===== src/hw/rtl/soc_pkg.sv =====
package soc_pkg;

    localparam int MAX_OBJECTS_DEF  = 256;
    localparam int MAX_VERTICES_DEF = 64;

    localparam int COORD_W  = 15;
    localparam int CNT_W    = 6;
    localparam int OBJCNT_W = 9;
    localparam int HITS_W   = 14;

    localparam int NEAR_SPAN    = 2;
    localparam int PARALLEL_EPS = 328;
    localparam int FAR_START    = 32766;
    localparam int Q_SHIFT      = 16;

    localparam int DIV_NUM_W = 62;
    localparam int DIV_DEN_W = 32;

    localparam logic REQ_LOAD  = 1'b0;
    localparam logic REQ_QUERY = 1'b1;

    typedef struct packed {
        logic        req_type;
        logic [7:0]  object_index;
        logic [5:0]  vertex_index;
        logic [5:0]  segment_count;
        logic [14:0] vertex_x;
        logic [14:0] vertex_y;
        logic [14:0] start_x;
        logic [14:0] start_y;
        logic [14:0] end_x;
        logic [14:0] end_y;
    } t_req;

    typedef struct packed {
        logic signed [8:0]  hit_object;
        logic [13:0]        hit_count;
        logic signed [15:0] first_hit_x;
        logic signed [15:0] first_hit_y;
    } t_rsp;

    typedef struct packed {
        logic                 start;
        logic [DIV_NUM_W-1:0] num;
        logic [DIV_DEN_W-1:0] den;
    } t_div_cmd;

    typedef struct packed {
        logic busy;
        logic done;
    } t_div_sts;

endpackage


===== src/hw/rtl/soc_div.sv =====
module soc_div import soc_pkg::*; #(
    parameter int NUM_W = DIV_NUM_W,
    parameter int DEN_W = DIV_DEN_W
) (
    input  logic             i_clk,
    input  logic             i_rst_n,
    input  logic             i_start,
    input  logic [NUM_W-1:0] i_num,
    input  logic [DEN_W-1:0] i_den,
    output t_div_sts         o_sts,
    output logic [NUM_W-1:0] o_quo
);

    localparam int CW = $clog2(NUM_W + 1);

    logic             r_busy;
    logic             r_done;
    logic [CW-1:0]    r_cnt;
    logic [DEN_W-1:0] r_rem;
    logic [DEN_W-1:0] r_den;
    logic [NUM_W-1:0] r_quo;
    logic [DEN_W:0]   shifted;
    logic [DEN_W+1:0] diff;

    assign shifted = {r_rem, r_quo[NUM_W-1]};
    assign diff    = {1'b0, shifted} - {2'b0, r_den};

    always_ff @(posedge i_clk) begin
        if (!i_rst_n) begin
            r_busy <= 1'b0;
            r_done <= 1'b0;
            r_cnt  <= '0;
        end else begin
            r_done <= 1'b0;
            if (i_start) begin
                r_busy <= 1'b1;
                r_cnt  <= CW'(NUM_W);
            end else if (r_busy) begin
                r_cnt <= r_cnt - CW'(1);
                if (r_cnt == CW'(1)) begin
                    r_busy <= 1'b0;
                    r_done <= 1'b1;
                end
            end
        end
    end

    // one quotient bit per cycle, restoring
    always_ff @(posedge i_clk) begin
        if (i_start) begin
            r_rem <= '0;
            r_den <= i_den;
            r_quo <= i_num;
        end else if (r_busy) begin
            if (!diff[DEN_W+1]) begin
                r_rem <= diff[DEN_W-1:0];
            end else begin
                r_rem <= shifted[DEN_W-1:0];
            end
            r_quo <= {r_quo[NUM_W-2:0], ~diff[DEN_W+1]};
        end
    end

    assign o_sts.busy = r_busy;
    assign o_sts.done = r_done;
    assign o_quo      = r_quo;

endmodule


===== config.mk =====
export PLATFORM = sky130hd
export DESIGN_NAME = soc_div
export DESIGN_NICKNAME = d
export VERILOG_FILES = /design/src/hw/rtl/soc_pkg.sv /design/src/hw/rtl/soc_div.sv
export SDC_FILE = /design/constraint.sdc
export NUM_CORES = 1
export LEC_CHECK = 0
export BUFFER_PORTS_ARGS = -buffer_cell sky130_fd_sc_hd__buf_2
export CAP_MARGIN = 20
export CELL_PAD_IN_SITES_DETAIL_PLACEMENT = 1
export CELL_PAD_IN_SITES_GLOBAL_PLACEMENT = 1
export CORE_ASPECT_RATIO = 0.9
export CORE_MARGIN = 1
export CORE_UTILIZATION = 39
export CTS_CLUSTER_DIAMETER = 30
export DETAILED_ROUTE_END_ITERATION = 8
export GPL_TIMING_DRIVEN = 1
export PLACE_DENSITY_LB_ADDON = 0.08
export SYNTH_ARGS = -nofsm -noshare
export SYNTH_HDL_FRONTEND = slang
export SYNTH_SLANG_ARGS = --single-unit

===== constraint.sdc =====
create_clock -name i_clk -period 2.68 [get_ports i_clk]
set_clock_uncertainty 0.05 [all_clocks]
set_input_delay 0.268 -clock i_clk [delete_from_list [all_inputs] [get_ports i_clk]]
set_output_delay 0.268 -clock i_clk [all_outputs]
set_load 0.05 [all_outputs]

* Word-level counts from Yosys, hierarchy flattened
Cells that the tools add are included.
Word-level totals: output and inout port bits 64, bits of input ports 97, word-level logic and storage cells 25, flip-flop bits (word level) 134
Operators by class: mux-type cells 9, bitwise logic cells 3, reductions and logical operators 3, add/sub/neg operators 2, equal/unequal tests 1
Operators with widths (number):
- $mux 62 | 2
- $sub 33x32->34 | 1
- $mux 32 | 1
- $mux 6 | 2
- $eq 6x1->1 const B | 1
- $sub 6x1->6 const B | 1
- $mux 1 | 4
- $not 1->1 | 3
- $reduce_or 3->1 | 1
- $reduce_bool 2->1 | 1
- $reduce_or 2->1 | 1

* Logic depth before layout (Yosys ltp)
word-level depth 4, gate-level depth with buffers 12, depth with buffers taken out 12

* Least setup slack after synthesis
No wires, ideal clock.
kind reg2reg, from reg r_quo[61], in the netlist o_quo[61], to reg r_rem[30], buffers on the path 0, arrival time 2.937 ns, library setup time 0.133 ns, data required time 2.497 ns, setup slack -0.440 ns, clock period less this slack 3.120 ns, cell stages (with the launch flop) 13, path through edfxtp_1 inv_1 ha_1 inv_1 fa_1 a211o_1 a211oi_1 o21bai_1 o21ai_2 a21oi_1 o22ai_1 xor2_1 o221ai_1
On the way: longest elaborated chain between the ends 2
RTL lines:
- from (decl) | line soc_div.sv:21 | logic [NUM_W-1:0] r_quo;
- from (signal assigned) | line soc_div.sv:53 | r_quo <= i_num;
- from (signal assigned) | line soc_div.sv:60 | r_quo <= {r_quo[NUM_W-2:0], ~diff[DEN_W+1]};
- $sub 33x32->34 | line soc_div.sv:26 | assign diff = {1'b0, shifted} - {2'b0, r_den};
- $mux 32 | line soc_div.sv:55 | if (!diff[DEN_W+1]) begin
- to (signal assigned) | line soc_div.sv:56 | r_rem <= diff[DEN_W-1:0];
- to (signal assigned) | line soc_div.sv:58 | r_rem <= shifted[DEN_W-1:0];
- to (decl) | line soc_div.sv:19 | logic [DEN_W-1:0] r_rem;
Every way passes these cells. A chain may end at the register's enable or synchronous reset.

* Worst setup path after layout
from reg r_quo[61], in the netlist o_quo[61], to reg r_rem[12]
Same word-level chain as after synthesis.

==> results.py <==
metrics = {
    "critical_path": {
        "startpoint": "o_quo[61]",
        "crit_required_ps": 2970,
        "r2r_end": "r_rem[12]",
        "worst_path_max_delay_cell": "edfxtp_1",
        "worstSetupPathType": "flip-flop to flip-flop",
        "worstReg2RegStart": "o_quo[61]",
        "crit_fanout": 4,
        "crit_path_max_incr_delay_ps": 390,
        "critPathArrivalTime_ps": 3110,
        "r2r_setup_slack_ps": -140,
        "end_kind": "flip-flop",
        "ff2ff_path_depth": 13,
        "crit_cells": 13,
        "endpoint": "r_rem[12]",
        "path_cells": "inv_1 > ha_2 > inv_2 > fa_2 > a211o_1 > a211oi_4 > buf_6 > buf_4 > o211ai_1 > a31oi_1 > xnor2_1 > nand2_1 > a311oi_2",
        "startpoint_type": "flip-flop",
        "cp_num_buf_inv": 4,
        "crit_family": "compound AO/OA/AOI/OAI gates",
    },
    "flow_run": {
        "max_cap_viol_count": 0,
    },
    "drt": {
        "first_pass_iters": 4,
        "drt-vias-per-instance": 5.159,
        "antenna_left": 0,
        "wirelength_um": 20990,
        "drc": 0,
        "wire_per_inst_um": 17.70,
        "dr.first_iter.drc_count": 232,
        "num_vias": 6119,
    },
    "worst_hold_path": {
        "worstHoldPathType": "input port to flip-flop",
    },
    "sta": {
        "period_minus_slack_ps": 2819,
        "grt_setup_unrepaired": "true",
        "tns_ps": -983.7,
        "whs_ps": 80.73,
        "max_freq_mhz": 354.8,
        "finalMaxSlewViolations": 0,
        "worst_slack_ps": -138.6,
        "hold_viol_final": 0,
        "slew_headroom": 0.6053,
        "finalSetupViolCount": 25,
        "period_share": 1.052,
        "max_slew.worst_pin.slew_ps": 591.4,
    },
    "global_route": {
        "antenna_found_initial": 0,
        "gr-usage-all-layers": 0.2099,
        "grt_pass1_wl_um": 32860,
        "grt_max_degree": 63,
        "grt_pass1_vias": 6620,
        "grt_overflow": 0,
    },
    "cts": {
        "cts-root-buf": "clkbuf_16",
        "cts_made_buffers": 17,
        "clk_path_buf_depth": 2,
        "cts.sinks": 134,
        "clk_pin_slew_worst_paths_ps": 70,
        "h-tree-depth": 4,
        "cts_tree": "yes",
        "clock_latency_ps": 430,
    },
    "placed_design": {
        "gp_congestion": 0.8725,
        "place_hpwl_um": 14050,
        "place_ws_ps": -260.6,
        "portBuffers": 160,
        "placed_area_mm2": 0.008944,
    },
    "floorplanning": {
        "fp.dieW_um": 147.2,
        "coreArea_mm2": 0.01847,
        "num_io_pins": 161,
        "die_area_mm2": 0.01953,
        "rows": 47,
        "die_h_um": 132.7,
        "initial_core_util": 0.4008,
    },
    "synth": {
        "syn_area_mm2": 0.007401,
        "ys_ff_latch": 134,
        "seq_area_frac_synth": 0.4896,
        "syn_inst": 655,
        "synth_nets": 787,
        "synth-async-reset-ratio": 0,
        "synth_area_per_cell_um2": 11.30,
        "synth.distinct_cells": 72,
        "yosys_warnings": 0,
        "synth_edf_count": 94,
        "synth_flop_cell": "edfxtp_1",
    },
    "layout": {
        "num_antenna_cells": 0,
        "layout-drive-gt1-share": 0.4835,
        "area_delta_synth_final_pct": 42.84,
        "finish.utilization": 0.5725,
        "fin_area_mm2": 0.01057,
        "nets": 1060,
    },
    "power_and_ir_drop": {
        "peakVddDrop_v": 0.0003752,
        "power.density_mw_per_mm2": 670.3,
        "leakage_nw": 4.367,
    },
    "run_status": {
        "status": "finished with violations",
        "violations": "negative setup slack",
    },
}
worst min-delay path by stage:
stage / cells past startpoint / slack, ps / from / to
2_1_floorplan: 0 / 320 / i_den[0] / r_den[0]
3_3_place_gp: 1 / 390 / i_den[12] / r_den[12]
3_5_place_dp: 1 / 400 / i_den[26] / r_den[26]
4_1_cts: 2 / 70 / i_num[25] / o_quo[25]
5_1_grt: 2 / 80 / i_num[34] / o_quo[34]
6_report: 2 / 80 / i_num[25] / o_quo[25]
layer usage:
metal  wire [um]  GRT usage  share of wire  vias up
met5           0          0              0        -
met4         222    0.05556          0.011        0
met3         870    0.04828          0.041       20
met2       10460     0.3593           0.50      130
met1        9440     0.2654           0.45     3011
li1            -          -              -     2958
what timing repair did:
action	4_1_cts	5_1_grt
pin swaps	29	52
endpoints found under the setup margin	33	33
endpoints found under the hold margin	32	0
setup buffers	7	9
cloned	1	2
hold buffers	32	0
gates resized for setup	28	78
where the power goes:
part | total (W) | switching, W | internal, W
clock | 0.00236 | 0.00104 | 0.00132
sequential | 0.00256 | 0.000121 | 0.00244
combinational | 0.00216 | 0.00124 | 0.000922
total | 0.00709 | 0.00240 | 0.00468
stage by stage:
step | std cells | total power (W)
finish | 1186 | 0.007086
global route | 1186 | 0.007401
CTS | 1175 | 0.006927
detailed placement | 1103 | 0.004398
global placement | 1103 | 0.004346
floorplan | 655 | 0.003803
registers in the layout, indices dropped and copies added (netlist names):
signal and cells:
o_quo 62, r_busy 1, r_cnt 6, r_den 32, r_done 1, r_rem 32
placed cells by master (no fill, tap or decap), drive strengths merged, types with 11 or more instances in the layout:
cell,n
nand2,64
xor2,12
inv,51
clkbuf,19
xnor2,15
a21o,11
dfxtp,40
ha,34
dlygate4sd3,32
edfxtp,94
o21ai,22
a21oi,29
nor2,56
mux2,62
buf,250
nand3,11
a311oi,24
logic make-up after synthesis:
kind of cell               after synthesis  synth area share
muxes                                   65           0.09839
adders and majority gates               35           0.06019
and+or+nand+nor                        181            0.1146
AOI/OAI and AO/OA                      141            0.1560
buffers and inverters                   72           0.04920
xor gates and xnor gates                27           0.03195
DFF                                    134            0.4896
synthesized netlist by cell type (all sizes together) (12+ instances only):
library cell / n / share of area
ha: 34 / 0.057
mux2: 62 / 0.094
xor2: 12 / 0.014
inv: 42 / 0.021
dfxtp: 40 / 0.11
a311oi: 24 / 0.044
o21ai: 22 / 0.015
nor2: 56 / 0.028
xnor2: 15 / 0.018
edfxtp: 94 / 0.38
a21oi: 29 / 0.022
clkbuf: 19 / 0.016
nand2: 64 / 0.032
cell type report:
type | count | area (um2)
flip-flops and latches | 134 | 3625
clock buffers | 17 | 425.4
repair buffers | 284 | 1979
multi-input cells | 449 | 3918
inverters | 42 | 157.7
well taps | 245 | 306.5
clock inverters | 15 | 160.2
fillers | 1986 | 7894
Power figures use the tool's default switching activity.
