**src/hw/rtl/soc_ram.sv**
```systemverilog
module soc_ram #(
    parameter int WIDTH = 8,
    parameter int DEPTH = 16
) (
    input  logic                                   i_clk,
    input  logic                                   i_we,
    input  logic [((DEPTH > 1) ? $clog2(DEPTH) : 1)-1:0] i_waddr,
    input  logic [WIDTH-1:0]                       i_wdata,
    input  logic [((DEPTH > 1) ? $clog2(DEPTH) : 1)-1:0] i_raddr,
    output logic [WIDTH-1:0]                       o_rdata
);

    logic [WIDTH-1:0] r_mem [DEPTH];
    logic [WIDTH-1:0] r_rdata;

    always_ff @(posedge i_clk) begin
        if (i_we) begin
            r_mem[i_waddr] <= i_wdata;
        end
        r_rdata <= r_mem[i_raddr];
    end

    assign o_rdata = r_rdata;

endmodule

```
**config.mk**
```make
export PLATFORM = sky130hd
export DESIGN_NAME = soc_ram
export DESIGN_NICKNAME = d
export VERILOG_FILES = /design/src/hw/rtl/soc_ram.sv
export SDC_FILE = /design/constraint.sdc
export NUM_CORES = 1
export LEC_CHECK = 0
export BUFFER_PORTS_ARGS = -buffer_cell sky130_fd_sc_hd__buf_2
export CAP_MARGIN = 0
export CORE_MARGIN = 8
export CORE_UTILIZATION = 35
export DETAILED_ROUTE_END_ITERATION = 6
export GPL_TIMING_DRIVEN = 0
export PLACE_DENSITY = 0.56
export RECOVER_POWER = 50
export REMOVE_ABC_BUFFERS = 1
export SYNTH_ARGS = -nofsm -noshare
export SYNTH_HDL_FRONTEND = slang
export SYNTH_SLANG_ARGS = --single-unit
```
**constraint.sdc**
```tcl
create_clock -name i_clk -period 2.5 [get_ports i_clk]
set_clock_uncertainty 0.15 [all_clocks]
set_input_delay 0.75 -clock i_clk [delete_from_list [all_inputs] [get_ports i_clk]]
set_output_delay 0.75 -clock i_clk [all_outputs]
set_load 0.05 [all_outputs]
```
-- After elaboration in Yosys (flattened, before gate mapping)
Memories as Yosys holds them, arrays and structs flattened. A register that Yosys moved wholly into a read port is not among the register bits.
Cells that the tools add are included.
- mux-type cells: 2
- operators with widths (cell ; number):
    1-bit two-way mux ; 2
- output and inout port bits: 8
- memories kept: 1
- memory bits (writable): 128
- register bits after elaboration: 0
- memories (name ; depth ; bits a word ; read ports ; clocked after Yosys merged registers in ; wr ports ; RTL line ; source):
    r_mem ; 16 ; 8 ; 1 ; 1 ; 1 ; 13 ; logic [WIDTH-1:0] r_mem [DEPTH];

-- Logic depth before layout (Yosys ltp)
Gate-level depths: netlist (run 1).
- depth after elaboration: 2
- gate-level depth with buffers: 5

-- Least setup slack after synthesis (run 1)
OpenSTA, ideal clock, no wires.
- path kind: in2reg
- start: input port i_waddr[2] (netlist bit)
- end: memory r_mem[0][0], enable pin
- stages: 2
- arrival: 1.860 ns
- setup slack: 0.107 ns
- required time: 1.967 ns
- cells stage by stage: or3b_2 -> nor3_1
- RTL lines (element ; RTL line ; source):
    start, declared ; 7 ; input logic [((DEPTH > 1) ? $clog2(DEPTH) : 1)-1:0] i_waddr,
    end, declared ; 13 ;
No word-level cell before the write port.

-- Worst setup path after layout (run 1)
- start: input port i_we
- end: memory r_mem[1][6], enable pin
- word-level cells in the longest chain between the ends: 2
- ends and longest elaborated chain (element ; RTL line ; source):
    start, declared ; 6 ; input logic i_we,
    1-bit two-way mux ; 17 ; if (i_we) begin
    1-bit two-way mux (implied by the code) ; 18 ; r_mem[i_waddr] <= i_wdata;
No other way between the ends.

==> results of run 1 <==
through the flow:
stage / TNS, ps / hold WS [ps] / util, % / total power [W]
2_1_floorplan: 0 / 479 / - / 0.00276
3_3_place_gp: -18840 / 511 / 37.4 / 0.00288
6_report: 0 / 518 / 41.7 / 0.00543
3_5_place_dp: -8340 / 511 / 37.5 / 0.00289
5_1_grt: 0 / 561 / 41.7 / 0.00559
4_1_cts: 0 / 523 / 41.8 / 0.00549
layout by cell type, fill, tap and decap left out, drive strengths merged:
master and instances:
edfxtp 128, clkbuf 33, mux4 32, a22oi 16
nor2 13, buf 11, nand2 9, dfxtp 8
clkinv 7, bufinv 5, nor3 4, nand3b 2
nand2b 2, nor2b 1, and2 1, and2b 1
nand3 1, or3b 1
worst max-delay path, stage by stage:
cell and delay [ps]:
buf_2 140, or3b_2 510, nor2_1 720
logic make-up after synthesis:
family	after synthesis
compound gates	16
simple gates	35
flops	136
mux	32
buf+inv	10
flip-flops by register name (all words and copies together) (netlist names):
signal / count
o_rdata: 8
r_mem: 128
power by group:
group,switching (W),internal [W]
clock,0.000847,0.00174
sequential,0.0000139,0.00255
combinational,0.000185,0.0000864
layer usage:
layer | GRT usage (%) | part of all wire [%]
met1 | 13.8 | 42
met2 | 18.4 | 51
met3 | 3.36 | 5.7
met4 | 5.37 | 0.50
met5 | 0 | 0
synth_stat cells, drive strengths merged:
cell,number
a22oi,16
and2,1
and2b,1
buf,7
clkdlybuf4s25,3
dfxtp,8
edfxtp,128
mux4,32
nand2,9
nand2b,2
nand3,1
nand3b,2
nor2,13
nor2b,1
nor3,4
or3b,1
worst max path at each step:
| stage | from | to | slack, ps | cells past startpoint |
|---|---|---|---|---|
| 2_1_floorplan | i_waddr[2] | r_mem[0][0] | 110 | 2 |
| 3_3_place_gp | i_waddr[2] | r_mem[0][5] | -600 | 3 |
| 3_5_place_dp | i_raddr[0] | o_rdata[0] | -510 | 4 |
| 4_1_cts | i_we | r_mem[1][6] | 240 | 3 |
| 5_1_grt | i_waddr[2] | r_mem[1][6] | 170 | 3 |
| 6_report | i_we | r_mem[1][6] | 250 | 3 |
final cells by class:
| cell class | instances | area share, % |
|---|---|---|
| sequential | 136 | 66.3 |
| multi-input combinational | 83 | 17.8 |
| clock buffer | 19 | 7.17 |
| tap | 184 | 3.81 |
| clock inverter | 12 | 3.01 |
| timing repair buffer | 25 | 1.82 |
timing repair:
action	CTS	global route
endpoints found under the setup margin	6	0
hold buffers	0	0
gates resized for setup	1	0
setup buffers	0	0
==> flow_summary_export.csv, run 1 <==
group,metric,value,unit
logic_synthesis,synth_cells,229,
routing,dr.first_iter.drc_count,268,
timing,worstMarginPinSlew,1000,ps
min_path,hold_class,"flip-flop to flip-flop",
floorplan,boundaryPins,26,
power_and_ir_drop,p_leak,1.96,nW
min_path,min_from,"r_mem[15][6]",
floorplan,rows,44,
critical_path,worstPathRequired,2370,ps
power_and_ir_drop,power.density,900,mW/mm²
cells_and_area,seq_area,0.00400,mm²
power_and_ir_drop,max-vdd-ir-drop,453,µV
floorplan,fp.dieH,137,µm
critical_path,startpoint_type,"primary input",
global_route,grt_pass1_vias,2428,
logic_synthesis,synth_top_family_by_area,"multiplexers",
clocking,cts_tree,"done",
global_route,grt_use_total,11.4,%
cells_and_area,areaGrowthSynthToFinish,17.3,%
floorplan,initial_core_util,35.6,%
timing,rsz0062_at_grt,"false",
logic_synthesis,ys_types,19,
place,io_buffers,25,
place,dp_slack,-513,ps
clocking,h-tree-depth,4,
cells_and_area,drive_above_1_share,21.8,%
clocking,clk_pin_slew,50,ps
logic_synthesis,synth_xor_area_share,0,%
critical_path,rr_startpoint,"r_mem[1][0]",
place,place_congestion,0.753,
logic_synthesis,synth_top_area_share,74.7,%
timing,period_minus_slack,2250,ps
logic_synthesis,synth_sequential_area_ratio,77.8,%
logic_synthesis,yosys.area_share.simple,3.18,%
global_route,overflow,0,
cells_and_area,fin_nets,281,
timing,timing_hold_violations_final,0,
routing,drc_errors,0,
clocking,clock-root-buffer,"clkbuf_16",
critical_path,crit_type,"primary input to flip-flop",
routing,vias,2294,
routing,drtPass1Iterations,4,
timing,post-route-period-util,90.2,%
floorplan,die_area,0.0188,mm²
min_path,holdPathEnd,"o_rdata[6]",
global_route,grt_max_degree,33,
place,dp_hpwl,5970,µm
min_path,min_delay_path_depth,3,
logic_synthesis,syn-cell-area,0.00515,mm²
logic_synthesis,yosys.area.top_type,"edfxtp_1",
critical_path,arrival,2130,ps
logic_synthesis,muxShareOfSynthArea,15.0,%
logic_synthesis,synth_area_leaders,"edfxtp_1 75%, mux4_2 7.9%, mux4_1 7.1%",
routing,wl_per_cell,21.8,µm
logic_synthesis,avgSynthCellArea,22.5,µm²
critical_path,r2r_cells,3,
floorplan,core-area,0.0145,mm²
cells_and_area,multiInputGateArea,0.00108,mm²
place,dpl_cell_area,0.00544,mm²
critical_path,r2r-end,"o_rdata[0]",
status,outcome,"finished, final reports clean",
logic_synthesis,synth-compound-area-share,2.33,%
routing,viasPerCell,5.00,
cells_and_area,final_cells,459,
timing,finalSetupViolations,0,
clocking,clock_latency,400,ps
logic_synthesis,synth-adder-area-share,0,%
job,drv_cap,0,
critical_path,regToRegSetupSlack,930,ps
routing,wl,10000,µm
timing,setup_slack,245,ps
clocking,numCtsBuffers,17,
timing,max-slew-margin-rel,32.9,%
clocking,clock-sinks,136,
routing,antenna_left,0,
critical_path,end_kind,"flip-flop",
global_route,grt_pass1_wl,14900,µm
clocking,cts_max_path_buffers,2,
logic_synthesis,ys_seq_elements,136,
cells_and_area,fin_area,0.00604,mm²
logic_synthesis,yosys_warnings,0,
timing,fmax,443,MHz
place,place_inst,428,
timing,drv_slew,0,
cells_and_area,antenna_cells,0,
cells_and_area,fillers,1256,
global_route,antenna_found_initial,0,
critical_path,cp_max_fo,8,
floorplan,die_width,137,µm
No activity file was read; power rests on OpenSTA's default activity.
==> inputs of run 2 (changes only) <==
CORE_UTILIZATION = 55   (was 35)
PLACE_DENSITY = 0.79   (was 0.56)
==> run 2 against run 1 <==
  * Critical path depth increased by 1
  * Fmax decreased by 6.1%
  * Count of clock-buffer cells in the layout increased by 3
  * Clock power decreased by 3%
  * Cell count decreased by 15%
  * Combinational power decreased by 1%
  * Critical path type unchanged
  * Hold slack improved by 17 ps
  * First-iteration DRC count decreased by 12%
  * Total power decreased by 1.8%
  * Sequential share of layout area increased by 1.2 points
  * Sequential power about the same
  * Die area decreased by 33%
==> flow_summary_export.csv, run 2 (synthesis results as in run 1) <==
group,metric,value,unit
timing,worstMarginPinSlew,1040,ps
min_path,hold_class,"flip-flop to flip-flop",
routing,wl,9360,µm
clocking,post_cts_buffers,0,
timing,period_minus_slack,2400,ps
timing,finalSetupViolations,0,
clocking,clock_latency,500,ps
routing,vias,2319,
critical_path,cp_max_fo,32,
clocking,h-tree-depth,4,
clocking,clock-root-buffer,"clkbuf_8",
critical_path,cp_top_family,"buffers and inverters",
routing,dr.first_iter.drc_count,237,
cells_and_area,largest_reg_flops,128,
floorplan,fp.dieH,113,µm
global_route,grt_max_degree,33,
timing,drv_slew,0,
timing,max-slew-margin-rel,30.9,%
clocking,numCtsBuffers,17,
timing,hold_slack,535,ps
floorplan,initial_core_util,56.2,%
critical_path,crit_buf_inv,1,
cells_and_area,drive_above_1_share,23.8,%
floorplan,die_width,113,µm
timing,rsz0062_at_grt,"false",
clocking,clk_pin_slew,60,ps
clocking,clock-sinks,136,
job,drv_cap,0,
status,outcome,"finished, final reports clean",
floorplan,die_area,0.0127,mm²
power_and_ir_drop,max-vdd-ir-drop,778,µV
critical_path,path_cells,"buf_2 > mux4_1 > a22oi_1 > nand2_1",
routing,drtPass1Iterations,4,
clocking,cts_hold_buffers,0,
power_and_ir_drop,power.density,899,mW/mm²
critical_path,worstPathRequired,2720,ps
power_and_ir_drop,p_leak,1.97,nW
timing,fmax,416,MHz
cells_and_area,final_common_cell,"edfxtp_1",
place,io_buffers,25,
clocking,cts_max_path_buffers,2,
critical_path,startpoint_type,"primary input",
routing,drc_errors,0,
global_route,overflow,0,
cells_and_area,top_register,"r_mem",
place,dp_hpwl,5450,µm
floorplan,boundaryPins,26,
place,dpl_cell_area,0.00534,mm²
cells_and_area,final_cell_mix,"128 x edfxtp_1, 18 x mux4_2, 16 x a22oi_1, 16 x clkbuf_16, 15 x buf_2",
timing,post-route-period-util,96.0,%
critical_path,arrival,2620,ps
routing,antenna_left,0,
routing,viasPerCell,5.98,
global_route,grt_use_total,16.1,%
global_route,antenna_found_initial,0,
cells_and_area,fin_area,0.00593,mm²
place,place_congestion,0.720,
floorplan,rows,35,
critical_path,end_kind,"flip-flop",
critical_path,slowest_stage,"buf_2",
cells_and_area,fin_nets,282,
critical_path,crit_type,"primary input to flip-flop",
clocking,cts_tree,"done",
timing,timing_hold_violations_final,0,
global_route,grt_pass1_vias,2494,
cells_and_area,areaGrowthSynthToFinish,15.2,%
global_route,grt_pass1_wl,14700,µm
cells_and_area,antenna_cells,0,
floorplan,core-area,0.00915,mm²
critical_path,cp_slowest_stage_delay,760,ps
routing,wl_per_cell,24.1,µm
==> run 2: changes by cell type in the layout (fill, tap and decap cells not counted) <==
cell	previous run	this run
clkinv_2	4	5
nor3_1	0	1
clkinvlp_4	0	1
bufinv_16	5	4
nor3_2	4	3
buf_2	10	15
clkbuf_16	17	16
clkbuf_8	0	2
clkbuf_1	16	14
clkinv_1	3	0
==> run 2: worst min-delay path: stages (launching register included) <==
cell and delay (ps):
edfxtp_1 310, mux4_2 220, a22oi_1 60, nand2_1 60
==> run 2: metal layers <==
metal | wire, µm | GRT usage (%) | vias up
met1 | 3980 | 21.3 | 1195
met5 | 0 | 0 | -
met4 | 0 | 4.86 | 0
met3 | 714 | 5.38 | 0
met2 | 4670 | 24.7 | 83
li1 | - | - | 1041
==> run 2: worst paths after layout <==
path / startpoint / to / slack, ps / cells past startpoint
worst max register to register: r_mem[10][3] / o_rdata[3] / 950 / 3
worst min register to register: r_mem[12][4] / o_rdata[4] / 530 / 3
worst max-delay path: i_raddr[0] / o_rdata[3] / 100 / 4
worst min-delay path: r_mem[12][4] / o_rdata[4] / 530 / 3
==> run 2: power breakdown <==
part	internal (W)	total (W)	switching, W
clock network	0.00164	0.00250	0.000863
logic	0.0000888	0.000267	0.000178
registers	0.00255	0.00256	0.0000134
==> run 2: cell type report <==
cell class / count / area [µm²]
clock inverter: 10 / 153
tap: 111 / 139
timing repair buffer: 26 / 120
multi-input combinational: 83 / 1070
fill: 585 / 3220
sequential: 136 / 4000
clock buffer: 22 / 443
==> run 2: per-stage QoR <==
stage               std cells  setup TNS (ps)  setup WS [ps]  power (W)  util (%)
floorplan                 219               0            107    0.00276         -
global placement          355          -12530           -493    0.00287      58.2
detailed placement        356          -10480           -492    0.00288      58.3
CTS                       388               0           72.1    0.00538      64.9
global route              388               0           29.1    0.00551      64.8
finish                    388               0           98.8    0.00533      64.8
==> run 2: repair_timing <==
item,4_1_cts,5_1_grt
hold endpoints to repair,0,0
resized for setup,1,0
setup endpoints to repair,8,0
